### src/design/assert_macros.svh
// Assertion macros used by the integer ALU top.
// Depends on nothing; define ASSERT_OFF to compile the checks out.
`ifndef ASSERT_MACROS_SVH
`define ASSERT_MACROS_SVH

`ifndef ASSERT_OFF
`define ASSERT_CLK(lbl, clk, rst_n, prop) \
	lbl: assert property (@(posedge clk) disable iff (!rst_n) prop) \
	else $error("assertion failed");
`define ASSERT_NEVER(lbl, clk, rst_n, expr) \
	lbl: assert property (@(posedge clk) disable iff (!rst_n) !(expr)) \
	else $error("forbidden condition seen");
`else
`define ASSERT_CLK(lbl, clk, rst_n, prop)
`define ASSERT_NEVER(lbl, clk, rst_n, expr)
`endif

`endif

### src/design/sh4alu_pkg.sv
// Operation codes and shared types of the integer ALU.
// Depends on nothing.
`timescale 1ns / 1ps
package sh4alu_pkg;

	typedef enum logic [3:0] {
		MODE_ADC       = 4'd0,
		MODE_SBC       = 4'd1,
		MODE_NEGC      = 4'd2,
		MODE_ROCL      = 4'd3,
		MODE_ROCR      = 4'd4,
		MODE_SHLD      = 4'd5,
		MODE_SHAD      = 4'd6,
		MODE_MULU64    = 4'd7,
		MODE_MULS64    = 4'd8,
		MODE_ANYBYTEEQ = 4'd9
	} mode_t;

	localparam logic [31:0] BYTE3_MASK = 32'hFF00_0000;
	localparam logic [31:0] BYTE2_MASK = 32'h00FF_0000;
	localparam logic [31:0] BYTE1_MASK = 32'h0000_FF00;
	localparam logic [31:0] BYTE0_MASK = 32'h0000_00FF;
	localparam logic [4:0]  SHIFT_MASK = 5'h1F;

	typedef struct packed {
		logic [31:0] lo;
		logic [31:0] hi;
		logic        hv;
	} alu_res_t;

endpackage

### src/design/sh4alu_mul.sv
// Multiplier stage: 32x32 unsigned product and signed high-word correction.
// Depends on sh4alu_pkg.
`timescale 1ns / 1ps
module sh4alu_mul
	import sh4alu_pkg::*;
(
	input  logic        clk,
	input  logic [31:0] a_s1,
	input  logic [31:0] b_s1,
	output logic [63:0] prod_s2,
	output logic [31:0] corr_s2
);

	logic [63:0] prod;
	logic [31:0] corr;

	always_comb begin
		prod = {32'd0, a_s1} * {32'd0, b_s1};
		corr = (a_s1[31] ? b_s1 : 32'd0) + (b_s1[31] ? a_s1 : 32'd0);
	end

	always_ff @(posedge clk) begin
		prod_s2 <= prod;
		corr_s2 <= corr;
	end

endmodule

### src/design/sh4alu_ops.sv
// Registered operations: carry arithmetic, rotates, dynamic shifts, byte test.
// Depends on sh4alu_pkg.
`timescale 1ns / 1ps
module sh4alu_ops
	import sh4alu_pkg::*;
(
	input  logic        clk,
	input  logic [3:0]  mode_s1,
	input  logic [31:0] a_s1,
	input  logic [31:0] b_s1,
	input  logic        c_s1,
	output alu_res_t    res_s2
);

	alu_res_t    res;
	logic [32:0] sum;
	logic [32:0] diff;
	logic [32:0] neg;
	logic [4:0]  left_amt;
	logic [4:0]  right_amt;
	logic [31:0] shl;
	logic [31:0] shr_log;
	logic [31:0] shr_ari;
	logic [31:0] fill;
	logic [31:0] x;
	logic        any_eq;

	always_comb begin
		sum       = {1'b0, a_s1} + {1'b0, b_s1} + {32'd0, c_s1};
		diff      = {1'b0, a_s1} - {1'b0, b_s1} - {32'd0, c_s1};
		neg       = 33'd0 - {1'b0, a_s1} - {32'd0, c_s1};
		left_amt  = b_s1[4:0] & SHIFT_MASK;
		right_amt = (~b_s1[4:0] + 5'd1) & SHIFT_MASK;
		shl       = a_s1 << left_amt;
		shr_log   = a_s1 >> right_amt;
		shr_ari   = 32'($signed(a_s1) >>> right_amt);
		fill      = {32{a_s1[31]}};
		x         = a_s1 ^ b_s1;
		any_eq    = ((x & BYTE3_MASK) == 32'd0) || ((x & BYTE2_MASK) == 32'd0) ||
		            ((x & BYTE1_MASK) == 32'd0) || ((x & BYTE0_MASK) == 32'd0);
		res       = '0;
		unique case (mode_s1)
			MODE_ADC: begin
				res.lo = sum[31:0];
				res.hi = {31'd0, sum[32]};
				res.hv = 1'b1;
			end
			MODE_SBC: begin
				res.lo = diff[31:0];
				res.hi = {31'd0, diff[32]};
				res.hv = 1'b1;
			end
			MODE_NEGC: begin
				res.lo = neg[31:0];
				res.hi = {31'd0, neg[32]};
				res.hv = 1'b1;
			end
			MODE_ROCL: begin
				res.lo = {a_s1[30:0], c_s1};
				res.hi = {31'd0, a_s1[31]};
				res.hv = 1'b1;
			end
			MODE_ROCR: begin
				res.lo = {c_s1, a_s1[31:1]};
				res.hi = {31'd0, a_s1[0]};
				res.hv = 1'b1;
			end
			MODE_SHLD: begin
				if (!b_s1[31]) begin
					res.lo = shl;
				end else if (b_s1[4:0] == 5'd0) begin
					res.lo = 32'd0;
				end else begin
					res.lo = shr_log;
				end
			end
			MODE_SHAD: begin
				if (!b_s1[31]) begin
					res.lo = shl;
				end else if (b_s1[4:0] == 5'd0) begin
					res.lo = fill;
				end else begin
					res.lo = shr_ari;
				end
			end
			MODE_ANYBYTEEQ: begin
				res.lo = {31'd0, any_eq};
			end
			default: begin
				res = '0;
			end
		endcase
	end

	always_ff @(posedge clk) begin
		res_s2 <= res;
	end

endmodule

### src/design/sh4_integer_alu_ops_top.sv
// Integer ALU top: input register, execute stage, result register.
// A beat passes the input register, the execute-stage registers and the result register to the result ports.
// Throughput: one beat per cycle; busy stays low and nothing stalls.
// Reset: arst_n clears the valid bits, so no done strobe follows reset.
// Depends on sh4alu_pkg, sh4alu_mul, sh4alu_ops and assert_macros.svh.
`timescale 1ns / 1ps
`include "assert_macros.svh"
module sh4_integer_alu_ops_top
	import sh4alu_pkg::*;
(
	input  logic        clk,
	input  logic        arst_n,
	input  logic        start,
	output logic        busy,
	input  logic [3:0]  mode,
	input  logic [31:0] operand_a,
	input  logic [31:0] operand_b,
	input  logic        carry_in,
	output logic        done,
	output logic [31:0] result_low,
	output logic [31:0] result_high,
	output logic        high_valid
);

	logic        valid_s1;
	logic [3:0]  mode_s1;
	logic [31:0] a_s1;
	logic [31:0] b_s1;
	logic        c_s1;
	logic        valid_s2;
	logic [3:0]  mode_s2;
	logic [63:0] prod_s2;
	logic [31:0] corr_s2;
	alu_res_t    ops_s2;
	alu_res_t    fin;
	logic        valid_s3;
	alu_res_t    res_s3;

	assign busy = 1'b0;

	always_ff @(posedge clk or negedge arst_n) begin
		if (!arst_n) begin
			valid_s1 <= 1'b0;
			valid_s2 <= 1'b0;
			valid_s3 <= 1'b0;
		end else begin
			valid_s1 <= start && !busy;
			valid_s2 <= valid_s1;
			valid_s3 <= valid_s2;
		end
	end

	always_ff @(posedge clk) begin
		mode_s1 <= mode;
		a_s1    <= operand_a;
		b_s1    <= operand_b;
		c_s1    <= carry_in;
		mode_s2 <= mode_s1;
		res_s3  <= fin;
	end

	sh4alu_mul u_mul (
		.clk     (clk),
		.a_s1    (a_s1),
		.b_s1    (b_s1),
		.prod_s2 (prod_s2),
		.corr_s2 (corr_s2)
	);

	sh4alu_ops u_ops (
		.clk     (clk),
		.mode_s1 (mode_s1),
		.a_s1    (a_s1),
		.b_s1    (b_s1),
		.c_s1    (c_s1),
		.res_s2  (ops_s2)
	);

	always_comb begin
		fin = ops_s2;
		unique case (mode_s2)
			MODE_MULU64: begin
				fin.lo = prod_s2[31:0];
				fin.hi = prod_s2[63:32];
				fin.hv = 1'b1;
			end
			MODE_MULS64: begin
				fin.lo = prod_s2[31:0];
				fin.hi = prod_s2[63:32] - corr_s2;
				fin.hv = 1'b1;
			end
			default: begin
				fin = ops_s2;
			end
		endcase
	end

	assign done        = valid_s3;
	assign result_low  = res_s3.lo;
	assign result_high = res_s3.hi;
	assign high_valid  = res_s3.hv;

	`ASSERT_CLK(a_start_to_done, clk, arst_n, (start && !busy) |-> ##3 done)
	`ASSERT_CLK(a_done_from_start, clk, arst_n, done |-> $past(start, 3))
	`ASSERT_NEVER(a_high_without_valid, clk, arst_n, done && !high_valid && (result_high != 32'd0))
	`ASSERT_NEVER(a_undef_mode_nonzero, clk, arst_n, valid_s2 && (mode_s2 > MODE_ANYBYTEEQ) && (fin != '0))

endmodule

### config.mk
export PLATFORM = sky130hd
export DESIGN_NAME = sh4_integer_alu_ops_top
export DESIGN_NICKNAME = d
export VERILOG_FILES = /design/src/design/sh4alu_pkg.sv /design/src/design/sh4alu_mul.sv /design/src/design/sh4alu_ops.sv /design/src/design/sh4_integer_alu_ops_top.sv
export VERILOG_INCLUDE_DIRS = /design/src /design/src/design
export SDC_FILE = /design/constraint.sdc
export NUM_CORES = 2
export LEC_CHECK = 0
export BUFFER_PORTS_ARGS = -buffer_cell sky130_fd_sc_hd__buf_2
export CORE_AREA = 2 2 289 291
export CTS_BUF_LIST = sky130_fd_sc_hd__clkbuf_2 sky130_fd_sc_hd__clkbuf_4 sky130_fd_sc_hd__clkbuf_8
export DETAILED_ROUTE_END_ITERATION = 12
export DIE_AREA = 0 0 291 293
export PLACE_DENSITY = 0.82
export SLEW_MARGIN = 25
export SYNTH_ARGS = -nofsm -noshare
export SYNTH_HDL_FRONTEND = slang
export SYNTH_SLANG_ARGS = --single-unit
### constraint.sdc
create_clock -name clk -period 12.2 [get_ports clk]
set_clock_uncertainty 0.15 [all_clocks]
set_input_delay 1.83 -clock clk [delete_from_list [all_inputs] [get_ports clk]]
set_output_delay 1.83 -clock clk [all_outputs]
set_load 0.02 [all_outputs]
# == After elaboration in Yosys (flattened, before gate mapping) ==
# Index checks and enable logic that the tools add are counted.
# word_totals
inputBits,72
register_bits,271
elab_cells,58
out_inout_bits,67
# classes
n_addsub,9
n_eq_ne,9
multipliers,1
shift,3
muxes,9
n_bitwise,2
reduce_logical,9
# ops
operator,n
32-bit one-hot mux with 8 select lines,1
32-bit 2-to-1 mux,6
65-bit one-hot mux with 2 select lines,1
32-bit zero test,4
33-bit by 1-bit subtractor with 33-bit output,2
32-bit by 32-bit multiplier with 64-bit output,1
32-bit by 32-bit adder with 33-bit output,1
33-bit by 1-bit adder with 33-bit output,1
1-bit by 32-bit subtractor with 33-bit output (first input constant),1
32-bit by 32-bit subtractor with 33-bit output,1
32-bit adder,1
32-bit by 5-bit << shifter with 32-bit output,1
32-bit by 5-bit right shift with 32-bit output,1
32-bit by 5-bit >>> shifter with 32-bit output,1
32-bit subtractor,1
32-bit bitwise XOR,1
4-bit by 3-bit == test with 1-bit output (second input constant),4
2-bit one-hot mux with 5 select lines,1
4-bit by 2-bit == test with 1-bit output (second input constant),2
4-bit == test (second input constant),2
5-bit by 1-bit adder with 5-bit output (second input constant),1
5-bit zero test,1
5-bit inverter,1
4-bit by 1-bit == test with 1-bit output (second input constant),1
2 further kinds,4

# == Depth between registers and ports, before layout ==
# logic_depth
word_depth,6
ltp_mapped,32
depth_no_buf,26

# == Hierarchy ==
# From an unflattened synthesis, not the netlist that was laid out.
# hier_totals
cells_unflattened,6281
area_unflattened_um2,54838.8
# modules_own_cells
mod,instances,cells_each,seq_area_each_um2,area_per_inst_um2
sh4alu_mul,1,4032,1921.8,36847.8
sh4alu_ops,1,1683,680.7,12137.9
sh4_integer_alu_ops_top,1,566,2837.7,5853.1

# == Least setup slack after synthesis ==
# OpenSTA, ideal clock, no wires.
# synth_timing
kind,reg2reg
start,reg b_s1[2]
end,reg u_mul.prod_s2[55]
setup_ns,0.126
required_ns,11.924
period_less_slack_ns,8.492
t_arrival_ns,8.217
path_buffers,6
slack_ns,3.708
stages_incl_launch_ff,32
cell_sequence,dfxtp_1 -> buf_2 -> inv_1 -> clkbuf_1 -> clkbuf_1 -> clkbuf_1 -> buf_1 -> nor2_1 -> fa_1 -> inv_1 -> fa_1 -> fa_1 -> fa_1 -> inv_1 -> fa_1 -> fa_1 -> fa_1 -> inv_1 -> fa_1 -> inv_1 -> ha_1 -> clkbuf_1 -> a21o_1 -> a211o_1 -> nand2_1 -> a31oi_1 -> or4b_1 -> a31oi_1 -> a21oi_1 -> a21bo_2 -> a31oi_1 -> xnor2_1
# synth_via
elab_chain_cells,1
# synth_rtl
item,line_no,rtl
start: declaration,sh4_integer_alu_ops_top.sv:28,logic [31:0] b_s1;
start signal: assignment,sh4_integer_alu_ops_top.sv:56,b_s1 <= operand_b;
32-bit by 32-bit multiplier with 64-bit output,sh4alu_mul.sv:18,"prod = {32'd0, a_s1} * {32'd0, b_s1};"
via u_mul.prod[55],sh4alu_mul.sv:14,logic [63:0] prod;
end signal: assignment,sh4alu_mul.sv:23,prod_s2 <= prod;
end: declaration,sh4alu_mul.sv:10,"output logic [63:0] prod_s2,"
# The timed path passes the listed nets, and every way through them passes these cells.

# == Worst setup path after layout ==
# Same ends and word-level chain as after synthesis.

==> impl_metrics.prom <==
# TYPE chip_impl_metric gauge
chip_impl_metric{name="drt-pass1-iter-count",unit=""} 9
chip_impl_metric{name="worst_path_largest_cell_delay",unit="ns"} 0.63
chip_impl_metric{name="finalHoldViolCount",unit=""} 0
chip_impl_info{name="setup.worst_path.class",value="flip-flop to flip-flop"} 1
chip_impl_metric{name="cell_count_after_placement",unit=""} 7066
chip_impl_metric{name="cts.path.max_buffers",unit=""} 3
chip_impl_metric{name="clk_transition_reported_paths",unit="ns"} 0.09
chip_impl_metric{name="post_synthesis_net_count",unit=""} 7532
chip_impl_info{name="clk_root_buffer_cell",value="sky130_fd_sc_hd__clkbuf_8"} 1
chip_impl_metric{name="place_hpwl",unit="µm"} 146000
chip_impl_metric{name="worstSkewPairLatency",unit="ns"} 0.68
chip_impl_metric{name="wl_per_cell",unit="µm"} 26.7
chip_impl_metric{name="layout-drive-gt1-share",unit="%"} 7.62
chip_impl_metric{name="timing.hold.ws",unit="ns"} 0.201
chip_impl_metric{name="post_layout_nonfiller_instances",unit=""} 7152
chip_impl_metric{name="synthCells",unit=""} 6102
chip_impl_info{name="rsz0062_at_grt",value="false"} 1
chip_impl_info{name="cts_tree",value="yes"} 1
chip_impl_metric{name="routed-via-count",unit=""} 45589
chip_impl_metric{name="start_util",unit="%"} 64.8
chip_impl_metric{name="final_setup_viols",unit=""} 0
chip_impl_metric{name="multi_input_area",unit="µm²"} 42300
chip_impl_info{name="critical_path.startpoint_type",value="flip-flop"} 1
chip_impl_metric{name="ys_seq_area_share",unit="%"} 10.3
chip_impl_info{name="crit_path_frequent_cell",value="sky130_fd_sc_hd__fa_1"} 1
chip_impl_metric{name="number_of_global_route_vias_before_repair",unit=""} 47559
chip_impl_metric{name="period_needed",unit="ns"} 9.27
chip_impl_metric{name="total_die_area",unit="µm²"} 85300
chip_impl_metric{name="synth_area",unit="µm²"} 53000
chip_impl_metric{name="drc",unit=""} 0
chip_impl_metric{name="io_pins",unit=""} 139
chip_impl_metric{name="globalplace.congestion",unit=""} 1.04
chip_impl_metric{name="design.core.area",unit="µm²"} 81800
chip_impl_metric{name="row_count",unit=""} 105
chip_impl_metric{name="fp.dieH",unit="µm"} 293
chip_impl_metric{name="grt_remaining_overflow",unit=""} 0
chip_impl_metric{name="syn_area_per_cell",unit="µm²"} 8.69
chip_impl_metric{name="cts_setup_buffers",unit=""} 0
chip_impl_info{name="outcome",value="finished, final reports clean"} 1
chip_impl_metric{name="synth.lib_cells_used.distinct",unit=""} 99
chip_impl_metric{name="count_of_state_elements_after_synthesis",unit=""} 271
chip_impl_metric{name="finalWorstSetupSlack",unit="ns"} 2.93
chip_impl_metric{name="postRouteAntennaNets",unit=""} 0
chip_impl_metric{name="cts.htree.levels",unit=""} 2
chip_impl_metric{name="die_w",unit="µm"} 291
chip_impl_info{name="synth.area.top_cells",value="sky130_fd_sc_hd__fa_1 (34%), sky130_fd_sc_hd__ha_1 (11%), sky130_fd_sc_hd__dfxtp_1 (10%), sky130_fd_sc_hd__inv_1 (7.5%), sky130_fd_sc_hd__and2_1 (6.2%)"} 1
chip_impl_metric{name="critical_path.max_fanout",unit=""} 22
chip_impl_metric{name="first_pass_grt_wire_length",unit="µm"} 288000
chip_impl_metric{name="synthDominantCellAreaShare",unit="%"} 34.0
chip_impl_metric{name="cts.hold.buffers_added",unit=""} 0
chip_impl_metric{name="number_of_synthesis_warnings",unit=""} 0
chip_impl_info{name="top_flip_flop_cell_by_instance_count_after_synthesis",value="sky130_fd_sc_hd__dfxtp_1"} 1
chip_impl_metric{name="postCtsResizedCells",unit=""} 0
chip_impl_metric{name="postSynth.asyncResetShare",unit="%"} 1.11
chip_impl_metric{name="bufs_and_invs_on_worst_path",unit=""} 6
chip_impl_metric{name="critical_path_required",unit="ns"} 12.64
chip_impl_metric{name="final_nets",unit=""} 7473
chip_impl_metric{name="clock.fmax",unit="GHz"} 0.108
chip_impl_metric{name="ff_latch_area",unit="µm²"} 5450
chip_impl_metric{name="maxSlewHeadroom",unit="%"} 25.4
chip_impl_metric{name="maximum_number_of_pins_on_one_net_before_global_route_repair",unit=""} 47
chip_impl_metric{name="finalWirelength",unit="µm"} 191000
chip_impl_metric{name="num-fill-cells",unit=""} 6587
chip_impl_metric{name="globalRouteTotalUtil",unit="%"} 45.2
chip_impl_metric{name="port_buffers",unit=""} 137
chip_impl_info{name="critPathSlowestCell",value="sky130_fd_sc_hd__or4b_1"} 1
chip_impl_metric{name="tightest_slew",unit="ns"} 1.12
chip_impl_metric{name="cts-buffers-inserted",unit=""} 45
chip_impl_metric{name="vias_per_cell",unit=""} 6.37
chip_impl_metric{name="antenna_violations_before_repair",unit=""} 12
chip_impl_metric{name="first_iter_violations",unit=""} 4441
chip_impl_metric{name="total_clock_sinks",unit=""} 271
chip_impl_metric{name="max_cap_viol_count",unit=""} 0
chip_impl_metric{name="preCtsSetupSlack",unit="ns"} 3.19
chip_impl_metric{name="min_period_over_period",unit="%"} 75.9
chip_impl_info{name="hp-class",value="flip-flop to flip-flop"} 1
chip_impl_info{name="yosys.area.top_type",value="sky130_fd_sc_hd__fa_1"} 1
chip_impl_info{name="worst_setup_path_end_kind",value="flip-flop"} 1
chip_impl_metric{name="cp_data_arrival_time",unit="ns"} 9.70
chip_impl_info{name="critPathTopFamily",value="adder cells"} 1
chip_impl_metric{name="synth-edff-count",unit=""} 0
chip_impl_metric{name="totalNegativeSetupSlack",unit="ns"} 0
chip_impl_metric{name="area_delta_synth_final",unit="%"} 4.94
chip_impl_metric{name="slew_violations",unit=""} 0
## worst paths after layout
kind	startpoint	to	slack, ns	depth (start not counted)
max	b_s1[2]	u_mul.prod_s2[55]	2.93	26
min	valid_s2	done	0.20	0
max reg2reg	b_s1[2]	u_mul.prod_s2[55]	2.93	26
min reg2reg	valid_s2	done	0.20	0
max in group asynchronous	arst_n	valid_s1	10.99	1
min in group asynchronous	arst_n	valid_s2	0.80	1
## Yosys cell counts (26+ instances only)
library cell	instances
sky130_fd_sc_hd__o21a_1	30
sky130_fd_sc_hd__mux4_2	38
sky130_fd_sc_hd__nand2b_1	42
sky130_fd_sc_hd__fa_1	901
sky130_fd_sc_hd__clkbuf_1	305
sky130_fd_sc_hd__o211ai_1	26
sky130_fd_sc_hd__nand3_1	57
sky130_fd_sc_hd__dfxtp_1	268
sky130_fd_sc_hd__nor2b_1	32
sky130_fd_sc_hd__mux2_2	42
sky130_fd_sc_hd__o21ai_0	184
sky130_fd_sc_hd__a21oi_1	259
sky130_fd_sc_hd__xor2_1	61
sky130_fd_sc_hd__and2_1	523
sky130_fd_sc_hd__mux2i_1	44
sky130_fd_sc_hd__a211oi_1	27
sky130_fd_sc_hd__nand4_1	33
sky130_fd_sc_hd__inv_1	1058
sky130_fd_sc_hd__a31oi_1	40
sky130_fd_sc_hd__o21bai_1	33
sky130_fd_sc_hd__xnor2_1	130
sky130_fd_sc_hd__and3_1	36
sky130_fd_sc_hd__ha_1	457
sky130_fd_sc_hd__o21ai_1	65
sky130_fd_sc_hd__nor3_1	40
sky130_fd_sc_hd__a21o_1	96
sky130_fd_sc_hd__nand2_1	633
sky130_fd_sc_hd__nor2_1	285
## registers in the layout (all words and copies together) (netlist names), 32 cells and up
signal         count
u_ops.res_s2      34
result_high       32
result_low        32
b_s1              32
u_mul.corr_s2     32
u_mul.prod_s2     64
a_s1              32
## worst register-to-register path, cell delays in order, from the launching register on
cell and delay, ns:
sky130_fd_sc_hd__dfxtp_1 0.39, sky130_fd_sc_hd__inv_1 0.42, sky130_fd_sc_hd__buf_4 0.41, sky130_fd_sc_hd__nor2_1 0.13, sky130_fd_sc_hd__fa_1 0.55, sky130_fd_sc_hd__inv_1 0.05, sky130_fd_sc_hd__fa_1 0.50, sky130_fd_sc_hd__fa_1 0.45
sky130_fd_sc_hd__fa_1 0.55, sky130_fd_sc_hd__inv_1 0.05, sky130_fd_sc_hd__fa_1 0.49, sky130_fd_sc_hd__inv_1 0.05, sky130_fd_sc_hd__fa_1 0.52, sky130_fd_sc_hd__inv_1 0.05, sky130_fd_sc_hd__fa_1 0.51, sky130_fd_sc_hd__fa_1 0.42
sky130_fd_sc_hd__ha_1 0.38, sky130_fd_sc_hd__a21oi_1 0.19, sky130_fd_sc_hd__o21ai_0 0.19, sky130_fd_sc_hd__a22oi_1 0.32, sky130_fd_sc_hd__a31oi_1 0.29, sky130_fd_sc_hd__or4b_1 0.63, sky130_fd_sc_hd__a31oi_1 0.60, sky130_fd_sc_hd__a21oi_1 0.20
sky130_fd_sc_hd__a21bo_2 0.29, sky130_fd_sc_hd__a31oi_1 0.22, sky130_fd_sc_hd__xnor2_1 0.15
## through the flow
stage,instance area [µm²],util [%]
floorplan,53000,-
global placement,54600,66.7
detailed placement,54600,66.7
CTS,55600,68.0
global route,55600,68.0
finish,55700,68.0
## layer usage
metal  part of all wire (%)  GRT usage, %
met1                     35          54.6
met2                     45          71.3
met3                     12          12.5
met4                    8.0          29.8
met5                  0.023             0
## layout make-up
cell class	count	area share (%)
Multi-Input combinational cell	4414	76.0
Sequential cell	271	9.80
Inverter	1066	7.19
Timing Repair Buffer	245	2.69
Tap cell	1070	2.41
Clock buffer	61	1.44
Clock inverter	21	0.434
Antenna cell	4	0.0180
## cells in the final DEF, fill, tap and decap left out, types with 17 or more instances in the layout
| master | count |
|---|---|
| sky130_fd_sc_hd__o21a_1 | 30 |
| sky130_fd_sc_hd__o31ai_1 | 22 |
| sky130_fd_sc_hd__dfxtp_1 | 261 |
| sky130_fd_sc_hd__a22oi_1 | 21 |
| sky130_fd_sc_hd__o21ai_1 | 65 |
| sky130_fd_sc_hd__or3_1 | 21 |
| sky130_fd_sc_hd__nand2b_1 | 42 |
| sky130_fd_sc_hd__nand2_1 | 633 |
| sky130_fd_sc_hd__nor2b_1 | 32 |
| sky130_fd_sc_hd__mux2i_1 | 44 |
| sky130_fd_sc_hd__a21o_1 | 96 |
| sky130_fd_sc_hd__mux4_2 | 38 |
| sky130_fd_sc_hd__buf_4 | 108 |
| sky130_fd_sc_hd__a222oi_1 | 17 |
| sky130_fd_sc_hd__inv_1 | 1057 |
| sky130_fd_sc_hd__a21oi_1 | 259 |
| sky130_fd_sc_hd__buf_2 | 137 |
| sky130_fd_sc_hd__nor2_1 | 284 |
| sky130_fd_sc_hd__o21ai_0 | 184 |
| sky130_fd_sc_hd__o22ai_1 | 20 |
| sky130_fd_sc_hd__o21bai_1 | 33 |
| sky130_fd_sc_hd__and2_1 | 523 |
| sky130_fd_sc_hd__fa_1 | 901 |
| sky130_fd_sc_hd__nor3_1 | 37 |
| sky130_fd_sc_hd__a221oi_1 | 17 |
| sky130_fd_sc_hd__a31oi_1 | 40 |
| sky130_fd_sc_hd__xnor2_1 | 128 |
| sky130_fd_sc_hd__nand4_1 | 33 |
| sky130_fd_sc_hd__nand3_1 | 57 |
| sky130_fd_sc_hd__a211oi_1 | 25 |
| sky130_fd_sc_hd__ha_1 | 456 |
| sky130_fd_sc_hd__clkbuf_8 | 55 |
| sky130_fd_sc_hd__o211ai_1 | 26 |
| sky130_fd_sc_hd__xor2_1 | 60 |
| sky130_fd_sc_hd__mux2_2 | 42 |
| sky130_fd_sc_hd__and3_1 | 36 |
## cells by family (layout without fill, tap and decap cells)
logic type | count (synthesis) | in the layout | share of synthesized area, %
and+or+nand+nor | 1744 | 1744 | 16.1
buffers and inverters | 1417 | 1393 | 10.1
adders and majority gates | 1358 | 1358 | 44.8
AOI/OAI and AO/OA | 993 | 993 | 12.1
DFF | 271 | 271 | 10.3
xor gates and xnor gates | 191 | 191 | 3.15
muxes | 127 | 127 | 3.40
other | 1 | 5 | 0.00707
Power is left out: the tool's default activity adds up to more than one toggle a clock period on the data nets, which glitch-free logic cannot reach.
